`config.mk`:
```
export PLATFORM = sky130hd
export DESIGN_NAME = key_value_table
export DESIGN_NICKNAME = d
export VERILOG_FILES = /design/src/hw/rtl/kvt_pkg.sv /design/src/hw/rtl/kvt_match.sv /design/src/hw/rtl/key_value_table.sv
export SDC_FILE = /design/constraint.sdc
export NUM_CORES = 1
export LEC_CHECK = 0
export BUFFER_PORTS_ARGS = -buffer_cell sky130_fd_sc_hd__buf_2
export CORE_ASPECT_RATIO = 1.4
export CORE_UTILIZATION = 35
export CTS_BUF_LIST = sky130_fd_sc_hd__clkbuf_4 sky130_fd_sc_hd__clkbuf_8
export DETAILED_ROUTE_END_ITERATION = 6
export MAX_ROUTING_LAYER = met4
export SLEW_MARGIN = 20
export SYNTH_ARGS = -nofsm -noshare
export SYNTH_HDL_FRONTEND = slang
export SYNTH_HIERARCHICAL = 1
export SYNTH_SLANG_ARGS = --single-unit
```
`constraint.sdc`:
```
create_clock -name clk -period 7.2 [get_ports clk]
set_input_delay 0.36 -clock clk [delete_from_list [all_inputs] [get_ports clk]]
set_output_delay 0.36 -clock clk [all_outputs]
set_load 0.05 [all_outputs]
```
`src/hw/rtl/kvt_pkg.sv`:
```
// ----------------------------------------------------------------------------
// kvt_pkg: shared types and constants of the key/value table
// Table size, operation and status codes, and the lookup result struct.
// ----------------------------------------------------------------------------
`default_nettype none

package kvt_pkg;

    localparam int TABLE_ENTRIES = 16;
    localparam int IDX_W         = $clog2(TABLE_ENTRIES);
    localparam int KEY_W         = 32;
    localparam int VALUE_W       = 32;

    typedef enum logic [1:0] {
        OP_INSERT = 2'd0,
        OP_UPDATE = 2'd1,
        OP_DELETE = 2'd2,
        OP_FIND   = 2'd3
    } op_t;

    typedef enum logic [1:0] {
        ST_DONE      = 2'd0,
        ST_NOT_FOUND = 2'd1,
        ST_FULL      = 2'd2
    } status_t;

    typedef logic [TABLE_ENTRIES-1:0][KEY_W-1:0] key_array_t;

    // lookup result for one key against the whole table
    typedef struct packed {
        logic             hit;
        logic [IDX_W-1:0] hit_idx;
        logic             free;
        logic [IDX_W-1:0] free_idx;
    } match_t;

endpackage

`default_nettype wire

```
`src/hw/rtl/kvt_match.sv`:
```
// ----------------------------------------------------------------------------
// kvt_match: parallel key compare and free slot search
// Compares a key against every valid slot at once and picks the
// lowest-numbered matching slot and the lowest-numbered free slot.
// ----------------------------------------------------------------------------
`default_nettype none

module kvt_match
    import kvt_pkg::*;
(
    input  wire logic [KEY_W-1:0]         key,
    input  wire logic [TABLE_ENTRIES-1:0] slot_valid,
    input  wire key_array_t               slot_key,
    output match_t                        result
);

    logic [TABLE_ENTRIES-1:0] key_eq;

    // one comparator per slot
    always_comb
    begin
        for (int i = 0; i < TABLE_ENTRIES; i++)
        begin
            key_eq[i] = slot_valid[i] && (slot_key[i] == key);
        end
    end

    // priority pick, lowest slot wins
    always_comb
    begin
        result = '0;
        for (int i = TABLE_ENTRIES - 1; i >= 0; i--)
        begin
            if (key_eq[i])
            begin
                result.hit     = 1'b1;
                result.hit_idx = IDX_W'(i);
            end
            if (!slot_valid[i])
            begin
                result.free     = 1'b1;
                result.free_idx = IDX_W'(i);
            end
        end
    end

endmodule

`default_nettype wire

```
`src/hw/rtl/key_value_table.sv`:
```
// ----------------------------------------------------------------------------
// key_value_table: fixed-capacity associative key/value table
// Insert, update, delete and find on a table of 32-bit keys and values.
// ----------------------------------------------------------------------------
// Usage:
//   The input channel (in_valid/in_ready) carries one request word per
//   handshake: operation, key and value. The output channel
//   (out_valid/out_ready) returns one status word per request, in order.
//   A request is captured into an input register, looked up against all
//   slots at once by the compare array, and its status lands in the result
//   register together with the table update. One request is taken every
//   cycle while the receiver does not stall; the figure is set by the
//   single compare-and-write pass over the slot registers. When the
//   receiver stalls, the status word holds in the result register
//   and the pending request holds in the input register; in_ready drops
//   only when both are occupied. Reset frees every slot at once and
//   empties both registers; the table is usable once reset is released.
// ----------------------------------------------------------------------------
`default_nettype none

module key_value_table
    import kvt_pkg::*;
(
    input  wire logic                      clk,
    input  wire logic                      rst_n,
    input  wire logic                      in_valid,
    output logic                           in_ready,
    input  wire logic [1:0]                operation,
    input  wire logic [KEY_W-1:0]          key,
    input  wire logic signed [VALUE_W-1:0] value,
    output logic                           out_valid,
    input  wire logic                      out_ready,
    output logic [1:0]                     status
);

    // input register
    logic                      req_valid_reg;
    op_t                       req_op_reg;
    logic [KEY_W-1:0]          req_key_reg;
    logic signed [VALUE_W-1:0] req_value_reg;

    // result register
    logic                      out_valid_reg;
    status_t                   status_reg;
    status_t                   status_next;

    // table storage
    logic [TABLE_ENTRIES-1:0]  slot_valid_reg;
    logic [TABLE_ENTRIES-1:0]  slot_valid_next;
    key_array_t                slot_key_reg;
    logic signed [VALUE_W-1:0] slot_value_reg [TABLE_ENTRIES];

    logic                      advance;
    logic                      wr_en;
    logic [IDX_W-1:0]          wr_idx;
    match_t                    match;

    // flow control
    assign advance   = req_valid_reg && (!out_valid_reg || out_ready);
    assign in_ready  = !req_valid_reg || advance;
    assign out_valid = out_valid_reg;
    assign status    = status_reg;

    // capture request word
    always_ff @(posedge clk or negedge rst_n)
    begin
        if (!rst_n)
        begin
            req_valid_reg <= 1'b0;
        end
        else if (in_ready)
        begin
            req_valid_reg <= in_valid;
        end
    end

    always_ff @(posedge clk)
    begin
        if (in_ready && in_valid)
        begin
            req_op_reg    <= op_t'(operation);
            req_key_reg   <= key;
            req_value_reg <= value;
        end
    end

    // lookup against all slots
    kvt_match u_match (
        .key        (req_key_reg),
        .slot_valid (slot_valid_reg),
        .slot_key   (slot_key_reg),
        .result     (match)
    );

    // operation decode and table update
    always_comb
    begin
        slot_valid_next = slot_valid_reg;
        status_next     = ST_DONE;
        wr_en           = 1'b0;
        wr_idx          = match.hit_idx;
        case (req_op_reg)
            OP_INSERT:
            begin
                if (match.hit)
                begin
                    wr_en = 1'b1;
                end
                else if (match.free)
                begin
                    wr_en                            = 1'b1;
                    wr_idx                           = match.free_idx;
                    slot_valid_next[match.free_idx] = 1'b1;
                end
                else
                begin
                    status_next = ST_FULL;
                end
            end
            OP_UPDATE:
            begin
                if (match.hit)
                    wr_en = 1'b1;
                else
                    status_next = ST_NOT_FOUND;
            end
            OP_DELETE:
            begin
                if (match.hit)
                    slot_valid_next[match.hit_idx] = 1'b0;
                else
                    status_next = ST_NOT_FOUND;
            end
            default:
            begin
                if (!match.hit)
                    status_next = ST_NOT_FOUND;
            end
        endcase
    end

    // slot valid bits
    always_ff @(posedge clk or negedge rst_n)
    begin
        if (!rst_n)
        begin
            slot_valid_reg <= '0;
        end
        else if (advance)
        begin
            slot_valid_reg <= slot_valid_next;
        end
    end

    // slot key and value, written together; on a hit the key is unchanged
    always_ff @(posedge clk)
    begin
        if (advance && wr_en)
        begin
            slot_key_reg[wr_idx]   <= req_key_reg;
            slot_value_reg[wr_idx] <= req_value_reg;
        end
    end

    // result register
    always_ff @(posedge clk or negedge rst_n)
    begin
        if (!rst_n)
        begin
            out_valid_reg <= 1'b0;
        end
        else if (advance)
        begin
            out_valid_reg <= 1'b1;
        end
        else if (out_ready)
        begin
            out_valid_reg <= 1'b0;
        end
    end

    always_ff @(posedge clk)
    begin
        if (advance)
        begin
            status_reg <= status_next;
        end
    end

`ifndef SYNTHESIS
    // table full is only reported when no slot is free
    a_full_means_full: assert property (@(posedge clk) disable iff (!rst_n)
        (advance && status_next == ST_FULL) |-> (&slot_valid_reg))
        else $error("table full reported with a free slot");

    // a successful delete frees the matched slot
    a_delete_frees: assert property (@(posedge clk) disable iff (!rst_n)
        (advance && req_op_reg == OP_DELETE && match.hit)
        |=> !slot_valid_reg[$past(match.hit_idx)])
        else $error("deleted slot still valid");

    // at most one slot is taken per request
    a_one_slot_per_req: assert property (@(posedge clk) disable iff (!rst_n)
        1'b1 |=> ($countones(slot_valid_reg) <= $countones($past(slot_valid_reg)) + 1))
        else $error("more than one slot filled in one cycle");

    // an empty result register never blocks the input
    a_ready_when_empty: assert property (@(posedge clk) disable iff (!rst_n)
        !out_valid_reg |-> in_ready)
        else $error("input stalled with empty result register");
`endif

endmodule

`default_nettype wire
```
Word-level counts from Yosys, hierarchy flattened

Cells that the tools add are included.

Bits in registers: 566

Magnitude comparators: 6
Equality and inequality tests: 21
Muxes and demuxes: 56
Bitwise gates (word level): 3
Reductions and logical operators: 30

Operator list:

| operator             | number |
|---|---|
| $bwmux W512          | 1 |
| $eq A32 B32 Y1       | 16 |
| $mux W5              | 32 |
| $demux W32 S4        | 1 |
| $mux W16             | 3 |
| $mux W32             | 1 |
| $pmux W16 S2         | 1 |
| $logic_and A1 B1 Y1  | 22 |
| $and A16 B16 Y16     | 1 |
| $not A16 Y16         | 1 |
| $or A16 B16 Y16      | 1 |
| $lt A4 B5 Y1 const B | 3 |
| $ge A4 B1 Y1 const B | 3 |
| $mux W4              | 3 |
| $demux W1 S4         | 2 |
| $mux W1              | 8 |
| $mux W2              | 3 |
| $ne A2 B2 Y1 const B | 3 |
| $reduce_and A5 Y1    | 1 |
| $reduce_bool A2 Y1   | 2 |
| $eq A2 B1 Y1 const B | 1 |
| $eq A2 B2 Y1 const B | 1 |
| $logic_not A1 Y1     | 2 |
| $logic_not A2 Y1     | 1 |
| 2 further kinds      | 3 |

Depth between registers and ports, before layout

Gate-level depths: netlist of run 1.

Depth in word-level cells: 26
Depth in mapped cells: 14

Hierarchy

The synthesis of run 1 kept the hierarchy.

Modules (own cells, without submodules):

| module          | instances | cells each | area an instance (µm²) | seq. area each (µm²) |
|---|---|---|---|---|
| key_value_table | 1         | 682        | 17694.5                | 16906.2 |
| kvt_match       | 1         | 817        | 6377.4                 | 0.0 |

Worst setup path before layout of run 1

Ideal clock, no wire load.

Path kind: reg-to-reg
From: reg req_key_reg[30]
To: reg slot_key_reg[0] (netlist name) (enable)
Arrival time: 5481 ps
Required time: 6739 ps
Setup slack: 1258 ps
Stages on the path, launching flop included: 15
Path buffers: 4
Period minus slack after synthesis: 5942 ps
Cells stage by stage: edfxtp_1 buf_2 buf_2 xnor2_1 nand4_1 nor4_1 nand4_1 or4_1 nand4_1 nor2_1 nand2_1 clkbuf_1 o2111ai_1 buf_2 nor3_1

RTL lines:

| item                           | RTL line               | RTL |
|---|---|---|
| start: declaration             | key_value_table.sv:39  | `logic [KEY_W-1:0] req_key_reg;` |
| start signal: assignment       | key_value_table.sv:82  | `req_key_reg <= key;` |
| end signal: indexed assignment | key_value_table.sv:160 | `slot_key_reg[wr_idx] <= req_key_reg;` |
| end: declaration               | key_value_table.sv:50  | `key_array_t slot_key_reg;` |

==> impl_metrics.json, run 1 <==
{
  "ys_types": 47,
  "async_flop_share_pct": 3.18,
  "firstDrtPassIters": 5,
  "dr_total_vias": 13100,
  "path_cells": "buf_4, buf_4, xor2_1, nor4_1, nand4_1, nor4_1, a31o_1, nand3b_1, nor3_1, nand2_1, or4b_1, mux2_4, nor3_4, buf_4",
  "slew_headroom_pct": 35.8,
  "peakVddDrop_mv": 0.105,
  "clock.fmax_mhz": 183,
  "tns_ps": 0,
  "timing.critical_path.mode_cell": "buf_4",
  "synth-main-ff-cell": "edfxtp_1",
  "worst_setup_path_start_kind": "flip-flop",
  "p_sw_mw": 1.70,
  "drv_slew": 0,
  "cts_hold_buffers": 36,
  "grt_pass1_vias": 13200,
  "finalInstanceArea_sq_um": 27700,
  "worst_pin_slew_ps": 963,
  "finalCriticalPeriod_ps": 5470,
  "placed_area_sq_um": 25800,
  "finalCritPeriodShare_pct": 76.0,
  "min_path_type": "input pin to asynchronous set/reset pin",
  "cp_max_fo": 32,
  "hold_viol_final": 0,
  "syn_avg_cell_area_sq_um": 16.1,
  "grt-ovfl-total": 0,
  "clockBufferDepth": 3,
  "fin_worst_skew_ps": 35.1,
  "final_common_cell": "edfxtp_1",
  "cts_tree": "built",
  "htree_levels": 3,
  "clock_latency_ps": 690,
  "core_area_sq_um": 68000,
  "slowest_delay_ps": 870,
  "root_buffer": "clkbuf_8",
  "cap_violations": 0,
  "path_clk_slew_ps": 60,
  "seq_power_share_pct": 54.8,
  "fin_cells": 2659,
  "grt_max_degree": 35,
  "cts_resized": 0,
  "detail_route.wl_per_cell_um": 22.8,
  "place_congestion": 0.895,
  "detail_route.vias_per_cell": 4.94,
  "clkPwrFrac_pct": 36.7,
  "die_x_um": 224,
  "post-place-cells": 2473,
  "crit_slowest_cell": "edfxtp_1",
  "num-nets-final": 1746,
  "initial_core_util_pct": 35.4,
  "grt_pass1_wl_mm": 88.2,
  "drive_gt1_share_pct": 15.7,
  "worstPathArrival_ps": 5780,
  "pwr-share-comb_pct": 8.5,
  "p_leak_nw": 8.59,
  "drc": 0,
  "synth_fp_nets": 1569,
  "drt_iter0_drc": 1097,
  "worstSetupEndpointType": "flip-flop",
  "ioPinCount": 74,
  "antenna_found_initial": 2,
  "yosysSeqAreaShare_pct": 70.2,
  "cts_setup_buffers": 0,
  "p_per_area_nw_per_um2": 248,
  "setup_viol": 0,
  "syn-instance-count": 1499,
  "p_int_mw": 5.19,
  "row_count": 113,
  "syn_area_sq_um": 24100,
  "required_ps": 7510,
  "utilization_pct": 40.8,
  "status": "completed",
  "dieArea_sq_um": 69800,
  "cts_buffers": 85,
  "die_h_um": 312,
  "hpwlAfterDp_mm": 38.0,
  "routed_wirelength_mm": 60.7,
  "ys_ff_latch": 566,
  "synth_edf_count": 548,
  "rsz0062_at_grt": "false",
  "power_switching_share_pct": 24.7,
  "area_delta_synth_final_pct": 15.2,
  "yosys_warnings": 6,
  "largest_reg_flops": 512,
  "power_mw": 6.89,
  "final_cell_mix": "548 x edfxtp_1, 423 x xnor2_1, 109 x nand4_1",
  "ant_nets": 0,
  "grt_usage_pct": 18.0,
  "clock-sinks": 566,
  "path_class": "flip-flop to flip-flop",
  "port_buffers": 41
}
-- cells by family (layout without fill, tap and decap cells) --
| group | Yosys count | count (layout) | synth area share, % |
|---|---|---|---|
| mux | 8 | 8 | 0.374 |
| buf+inv | 81 | 320 | 2.10 |
| other cells | 0 | 1 | 0 |
| xor+xnor | 512 | 512 | 18.7 |
| simple gates | 268 | 268 | 6.81 |
| flops | 566 | 566 | 70.2 |
| compound gates | 64 | 64 | 1.82 |
-- critical path, delay by kind of cell (launching register included) --
family,cells,cell delay (ps)
compound gates,1,220
xor+xnor,1,170
buf+inv,3,1110
flops,1,870
mux,1,460
simple gates,8,2230
-- synth_stat cells (7+ instances only) --
master / number / area [sq um]
edfxtp_1: 548 / 16500
xnor2_1: 423 / 3700
nand4_1: 109 / 682
xor2_1: 88 / 771
buf_2: 43 / 215
nor4_1: 38 / 238
nand3_1: 20 / 100
o21ai_0: 20 / 100
nand2_1: 19 / 71.3
dfrtp_1: 18 / 450
nor3_1: 18 / 90.1
o41ai_1: 16 / 140
buf_6: 15 / 169
nor2_1: 13 / 48.8
nor2b_1: 11 / 68.8
clkbuf_1: 9 / 33.8
or4_1: 9 / 67.6
inv_1: 8 / 30.0
nor3_2: 7 / 70.1
-- routing by layer --
layer  track usage (%)  part of all wire, %
met1              21.4                   41
met2              31.0                   52
met3              2.70                  4.7
met4              6.69                  2.9
met5                 -                    0
-- path summary, 6_finish.rpt --
path / end / from / slack [ps] / cells after the start
worst max-delay path: slot_key_reg[359]$_DFFE_PP_ / req_key_reg[2]$_DFFE_PP_ / 1730 / 14
max in group asynchronous: slot_valid_reg[5]$_DFFE_PN0P_ / rst_n / 6730 / 2
worst min-delay path: slot_valid_reg[2]$_DFFE_PN0P_ / rst_n / 160 / 2
worst min register to register: slot_valid_reg[10]$_DFFE_PN0P_ / slot_valid_reg[10]$_DFFE_PN0P_ / 580 / 2
worst max register to register: slot_key_reg[359]$_DFFE_PP_ / req_key_reg[2]$_DFFE_PP_ / 1730 / 14
min in group clk: out_valid$_DFFE_PN0P_ / out_ready / 250 / 3
-- power by group through the flow --
stage               Sequential (mW)  Combinational [mW]  Clock [mW]
floorplan                      3.80               0.358           0
global placement               3.84               0.559           0
detailed placement             3.85               0.568           0
CTS                            3.78               0.586        2.60
global route                   3.78               0.631        2.73
finish                         3.77               0.585        2.53
-- per-stage QoR --
stage          setup WS, ps  hold WS (ps)
2_1_floorplan          1260          64.4
3_3_place_gp           1800           322
3_5_place_dp           1780           327
4_1_cts                1750           135
5_1_grt                1530           196
6_report               1730           159
-- layout make-up --
class | instances | area, sq um
clock buffers | 100 | 1280
clock inverters | 49 | 312
flip-flops and latches | 566 | 16900
multi-input cells | 852 | 6760
well taps | 920 | 1150
fillers | 6145 | 40300
inverters | 8 | 30.0
repair buffers | 163 | 1300
diodes | 1 | 2.50
(Power assumes the default switching activity.)
==> inputs of run 2 (changes only) <==
- ABC_AREA: default -> 1
- clock period: 7.2 -> 4.4 ns (I/O delays scaled with it)
==> run 2 against run 1 <==
  * Combinational power up 120%
  * Sequential power up 61%
  * Synthesized cell count up 45%
  * Worst hold slack better by 64 ps
  * Via count up 40%
  * Sequential cell count unchanged
  * Utilization up 1.5 points
  * Design area up 9.3%
  * Clock skew down 5.8 ps
  * Final cell count up 30%
  * Non-clock buffer count up 100
  * Register-to-register slack worse by 1600 ps
  * Critical endpoint is now slot_key_reg[303]$_DFFE_PP_
  * Highest routed layer unchanged
==> impl_metrics.json, run 2 <==
{
  "peakVddDrop_mv": 0.284,
  "drc": 0,
  "ant_nets": 0,
  "clock-sinks": 566,
  "clockBufferDepth": 3,
  "path_class": "flip-flop to flip-flop",
  "setup_viol": 0,
  "syn_avg_cell_area_sq_um": 11.7,
  "grt_max_degree": 35,
  "root_buffer": "clkbuf_8",
  "timing.critical_path.mode_cell": "buf_4",
  "synth_top_area_cell": "edfxtp_1",
  "hpwlAfterDp_mm": 57.6,
  "ys_types": 56,
  "cts_tree": "built",
  "tns_ps": 0,
  "cts_setup_buffers": 0,
  "area_delta_synth_final_pct": 19.1,
  "detail_route.wl_per_cell_um": 25.0,
  "async_flop_share_pct": 3.18,
  "path_cells": "inv_2, o21ai_1, nor4_1, buf_4, nand4_1, nor4_1, nand3_1, o31ai_1, buf_4, nand3b_2, nor2_1, nand2_1, inv_2, nand2_1, nand3_1, nor2_2, buf_4, nand3_2, nor2_2, buf_12",
  "crit_slowest_cell": "edfxtp_1",
  "finalCriticalPeriod_ps": 4280,
  "detail_route.vias_per_cell": 5.34,
  "drt_iter0_drc": 1795,
  "drive_gt1_share_pct": 19.1,
  "ys_ff_latch": 566,
  "p_leak_nw": 11.0,
  "grt_usage_pct": 24.1,
  "synthTopCellsByCount": "558 x nand2_1, 548 x edfxtp_1, 131 x inv_1, 125 x nor2_1",
  "dr_total_vias": 18400,
  "htree_levels": 3,
  "fin_worst_skew_ps": 29.4,
  "synthTopCellsByArea": "edfxtp_1 65%, nand2_1 8.2%, xnor2_1 3.9%",
  "grt_pass1_wl_mm": 123,
  "min_path_type": "input pin to flip-flop",
  "firstDrtPassIters": 6,
  "yosys_warnings": 6,
  "dieArea_sq_um": 73800,
  "largest_reg_flops": 512,
  "cts_buffers": 88,
  "path_clk_slew_ps": 60,
  "slew_headroom_pct": 57.0,
  "drv_slew": 0,
  "required_ps": 4780,
  "hold_viol_final": 0,
  "grt-ovfl-total": 0,
  "initial_core_util_pct": 35.5,
  "syn_area_sq_um": 25400,
  "fin_cells": 3455,
  "core_area_sq_um": 71700,
  "die_h_um": 321,
  "worstPathArrival_ps": 4670,
  "whs_ps": 223,
  "finalCritPeriodShare_pct": 97.3,
  "p_per_area_nw_per_um2": 397,
  "rsz0062_at_grt": "false",
  "synth_edf_count": 548,
  "status": "completed",
  "worst_pin_slew_ps": 643,
  "netlist.area_leader.share_pct": 64.7,
  "die_x_um": 230,
  "synth_fp_nets": 2239,
  "power_mw": 12.0,
  "clock_latency_ps": 710,
  "yosysSeqAreaShare_pct": 66.4,
  "cp_max_fo": 32,
  "syn-instance-count": 2169,
  "row_count": 116,
  "utilization_pct": 42.3,
  "port_buffers": 41,
  "post-place-cells": 3253,
  "synth.most_common_cell": "nand2_1",
  "clock.fmax_mhz": 234,
  "place_congestion": 0.934,
  "final_common_cell": "nand2_1",
  "worstSetupEndpointType": "flip-flop",
  "synth-main-ff-cell": "edfxtp_1",
  "final_cell_mix": "558 x nand2_1, 548 x edfxtp_1, 144 x buf_4",
  "grt_pass1_vias": 18100,
  "cap_violations": 0,
  "worst_setup_path_start_kind": "flip-flop",
  "num-nets-final": 2510,
  "ioPinCount": 74,
  "slowest_delay_ps": 500,
  "routed_wirelength_mm": 86.4,
  "antenna_found_initial": 2
}
-- run 2: report_power, final --
group / internal [mW] / switching, mW
clock: 2.54 / 2.14
combinational: 0.387 / 0.877
sequential: 6.00 / 0.0761
total: 8.93 / 3.09
-- run 2: cell type report --
type                            count  area (sq um)
Clock inverter                     49           432
Sequential cell                   566         16900
Multi-Input combinational cell   1359          7340
Timing Repair Buffer              263          2440
Clock buffer                      110          1380
Antenna cell                        2          5.00
Tap cell                          944          1180
Inverter                          162           627
Fill cell                        6768         41400
-- run 2: worst max-delay path: cells and delay by family (launching register included) --
| family | cells | cell delay (ps) |
|---|---|---|
| flip-flops | 1 | 500 |
| AO/OA/AOI/OAI | 2 | 240 |
| buffers and inverters | 6 | 1110 |
| AND/OR/NAND/NOR | 12 | 2090 |
-- run 2: final timing paths --
kind	startpoint	slack, ps	cells past startpoint	to
max	req_key_reg[31]$_DFFE_PP_	120	20	slot_key_reg[303]$_DFFE_PP_
min	key[10]	220	2	req_key_reg[10]$_DFFE_PP_
max reg2reg	req_key_reg[31]$_DFFE_PP_	120	20	slot_key_reg[303]$_DFFE_PP_
min reg2reg	out_valid$_DFFE_PN0P_	520	2	out_valid$_DFFE_PN0P_
max in group asynchronous	rst_n	2730	4	slot_valid_reg[0]$_DFFE_PN0P_
min in group asynchronous	rst_n	530	3	slot_valid_reg[12]$_DFFE_PN0P_
-- run 2: cells by family after synthesis --
| family | Yosys count | synth area share (%) |
|---|---|---|
| XOR/XNOR | 145 | 4.99 |
| buffers and inverters | 244 | 5.04 |
| AND/OR/NAND/NOR | 904 | 15.7 |
| flip-flops | 566 | 66.4 |
| AO/OA/AOI/OAI | 310 | 7.86 |
-- run 2: layer usage --
layer / GRT usage, % / part of all wire, % / vias up
met5: - / 0 / -
li1: - / - / 8227
met1: 26.6 / 36 / 9067
met3: 2.93 / 6.6 / 256
met2: 40.6 / 50 / 893
met4: 16.4 / 7.1 / 0
-- run 2: repair_timing --
| action | CTS | global route |
|---|---|---|
| endpoints found under the hold margin | 54 | 0 |
| gates resized for setup | 0 | 1 |
| hold buffers | 41 | 0 |
| endpoints found under the setup margin | 0 | 197 |
-- run 2: stage by stage --
step | worst slack [ps] | area (sq um)
2_1_floorplan | -117 | 25400
3_3_place_gp | 251 | 28100
3_5_place_dp | 224 | 28100
4_1_cts | 196 | 30300
5_1_grt | 6.24 | 30300
6_report | 118 | 30300
==> inputs of run 3 (changes only) <==
- CORE_MARGIN: default -> 2
- RECOVER_POWER: default -> 50
==> run 3 against run 2 <==
  * Via count about the same
  * Utilization decreased by 0.83 points
  * Wire length decreased by 0.33%
  * Design area decreased by 1.1%
  * Clock power decreased by 3%
  * Sequential share of layout area increased by 0.63 points
  * Combinational power about the same
  * Fmax increased by 1.1%
  * Worst setup slack improved by 46 ps
  * Power decreased by 1.4%
  * Sequential cell count unchanged
  * Worst hold slack improved by 16 ps
==> impl_metrics.json, run 3 (synthesized netlist as in run 2, its figures left out) <==
{
  "status": "completed",
  "peakVddDrop_mv": 0.235,
  "clock-sinks": 566,
  "die_h_um": 323,
  "antenna_found_initial": 3,
  "power_mw": 11.9,
  "final_common_cell": "nand2_1",
  "initial_core_util_pct": 35.2,
  "ioPinCount": 74,
  "pwr-share-comb_pct": 10.6,
  "seq_power_share_pct": 51.3,
  "clock.fmax_mhz": 236,
  "p_sw_mw": 3.06,
  "setup_viol": 0,
  "drv_slew": 0,
  "p_int_mw": 8.80,
  "finalCritPeriodShare_pct": 96.3,
  "detail_route.wl_per_cell_um": 25.2,
  "pre_cts_slack_ps": 175,
  "required_ps": 4770,
  "ant_nets": 0,
  "power_switching_share_pct": 25.8,
  "firstDrtPassIters": 6,
  "grt_usage_pct": 23.5,
  "path_class": "flip-flop to flip-flop",
  "final_cell_mix": "558 x nand2_1, 548 x edfxtp_1, 130 x inv_1",
  "worst_pin_slew_ps": 1030,
  "drive_gt1_share_pct": 17.1,
  "min_path_type": "input pin to flip-flop",
  "clockBufferDepth": 3,
  "core_area_sq_um": 72300,
  "area_delta_synth_final_pct": 17.8,
  "dr_total_vias": 18400,
  "grt_max_degree": 35,
  "n_fill_cell": 6907,
  "finalCriticalPeriod_ps": 4240,
  "postLayoutSetupSlackWorst_ps": 164,
  "drc": 0,
  "detail_route.vias_per_cell": 5.40,
  "hold_viol_final": 0,
  "root_buffer": "clkbuf_8",
  "p_leak_nw": 10.7,
  "clkPwrFrac_pct": 38.1,
  "grt-ovfl-total": 0,
  "finalInstanceArea_sq_um": 30000,
  "placed_area_sq_um": 27800,
  "routed_wirelength_mm": 86.1,
  "rsz0062_at_grt": "false",
  "slew_headroom_pct": 31.6,
  "cts_buffers": 89,
  "clock_latency_ps": 700,
  "fin_worst_skew_ps": 38.8,
  "worstSetupEndpointType": "flip-flop",
  "drt_iter0_drc": 2071,
  "worstPathArrival_ps": 4600,
  "p_per_area_nw_per_um2": 396,
  "hpwlAfterDp_mm": 55.2,
  "grt_pass1_wl_mm": 122,
  "port_buffers": 41,
  "path_clk_slew_ps": 70,
  "cts_tree": "built",
  "row_count": 117,
  "worst_setup_path_start_kind": "flip-flop",
  "htree_levels": 3,
  "place_congestion": 0.939,
  "cp_max_fo": 24,
  "grt_pass1_vias": 17900,
  "num-nets-final": 2469,
  "die_x_um": 232,
  "dieArea_sq_um": 74900,
  "cap_violations": 0,
  "largest_reg_flops": 512
}
run 3: cell count changes in the layout (fill, tap and decap cells not counted), moves of 6 or more:
cell,before,now
inv_2,24,15
buf_2,41,35
buf_4,144,85
clkbuf_1,0,18
clkinv_1,25,19
clkbuf_4,21,31
inv_4,6,13
run 3: cell type report:
cell class	instances	area (sq um)	share of cell area (%)
Inverter	162	654	2.18
Sequential cell	566	16900	56.4
Multi-Input combinational cell	1359	7340	24.5
Timing Repair Buffer	221	2130	7.11
Clock inverter	31	240	0.802
Tap cell	952	1190	3.97
Clock buffer	123	1500	5.00
Antenna cell	1	2.50	0.00835
run 3: power groups by stage:
stage	Sequential [mW]	Combinational [mW]	Clock, mW
finish	6.08	1.25	4.52
global route	6.08	1.31	4.81
global placement	6.19	1.20	0
detailed placement	6.19	1.21	0
CTS	6.08	1.25	4.61
floorplan	6.22	0.590	0
run 3: worst max-delay path: stages (launching register included):
cell and delay [ps]:
edfxtp_1 550, inv_4 440, nand2_1 100, o21ai_0 90, nor2_1 80, o2111ai_1 90, a211oi_1 90, nand3_1 280
and2_1 240, nand2_1 60, nor2_1 160, nand2_1 190, buf_4 200, nor2_4 150, nand2_4 110, buf_4 170
o21ai_2 130, nand2_1 220, nor2_2 280, buf_12 220
run 3: path summary, 6_finish.rpt:
kind,startpoint,end,slack [ps],cells after the start
worst max-delay path,req_key_reg[11]$_DFFE_PP_,slot_key_reg[365]$_DFFE_PP_,160,19
worst min-delay path,key[21],req_key_reg[21]$_DFFE_PP_,240,2
worst max register to register,req_key_reg[11]$_DFFE_PP_,slot_key_reg[365]$_DFFE_PP_,160,19
worst min register to register,out_valid$_DFFE_PN0P_,out_valid$_DFFE_PN0P_,540,2
max in group asynchronous,rst_n,slot_valid_reg[8]$_DFFE_PN0P_,2380,4
min in group asynchronous,rst_n,slot_valid_reg[7]$_DFFE_PN0P_,770,3
run 3: metrics by stage:
stage | std cells | utilization [%] | hold WS (ps) | TNS (ps)
2_1_floorplan | 2169 | - | -75.6 | -60150
3_3_place_gp | 3218 | 38.5 | 202 | 0
3_5_place_dp | 3218 | 38.5 | 211 | 0
4_1_cts | 3413 | 41.4 | 186 | 0
5_1_grt | 3415 | 41.4 | 233 | 0
6_report | 3415 | 41.4 | 239 | 0
run 3: repair_timing:
action | CTS | global route
endpoints found under the hold margin | 54 | 0
gates resized for setup | 0 | 21
endpoints found under the setup margin | 0 | 374
setup buffers | 0 | 1
hold buffers | 41 | 0
run 3: layer usage:
metal | vias up | routed length, um | global-route usage (%)
met5 | - | 0 | -
met4 | 0 | 5220 | 13.5
met3 | 249 | 6050 | 3.26
met2 | 916 | 43700 | 40.6
met1 | 9131 | 31100 | 25.9
li1 | 8142 | - | -
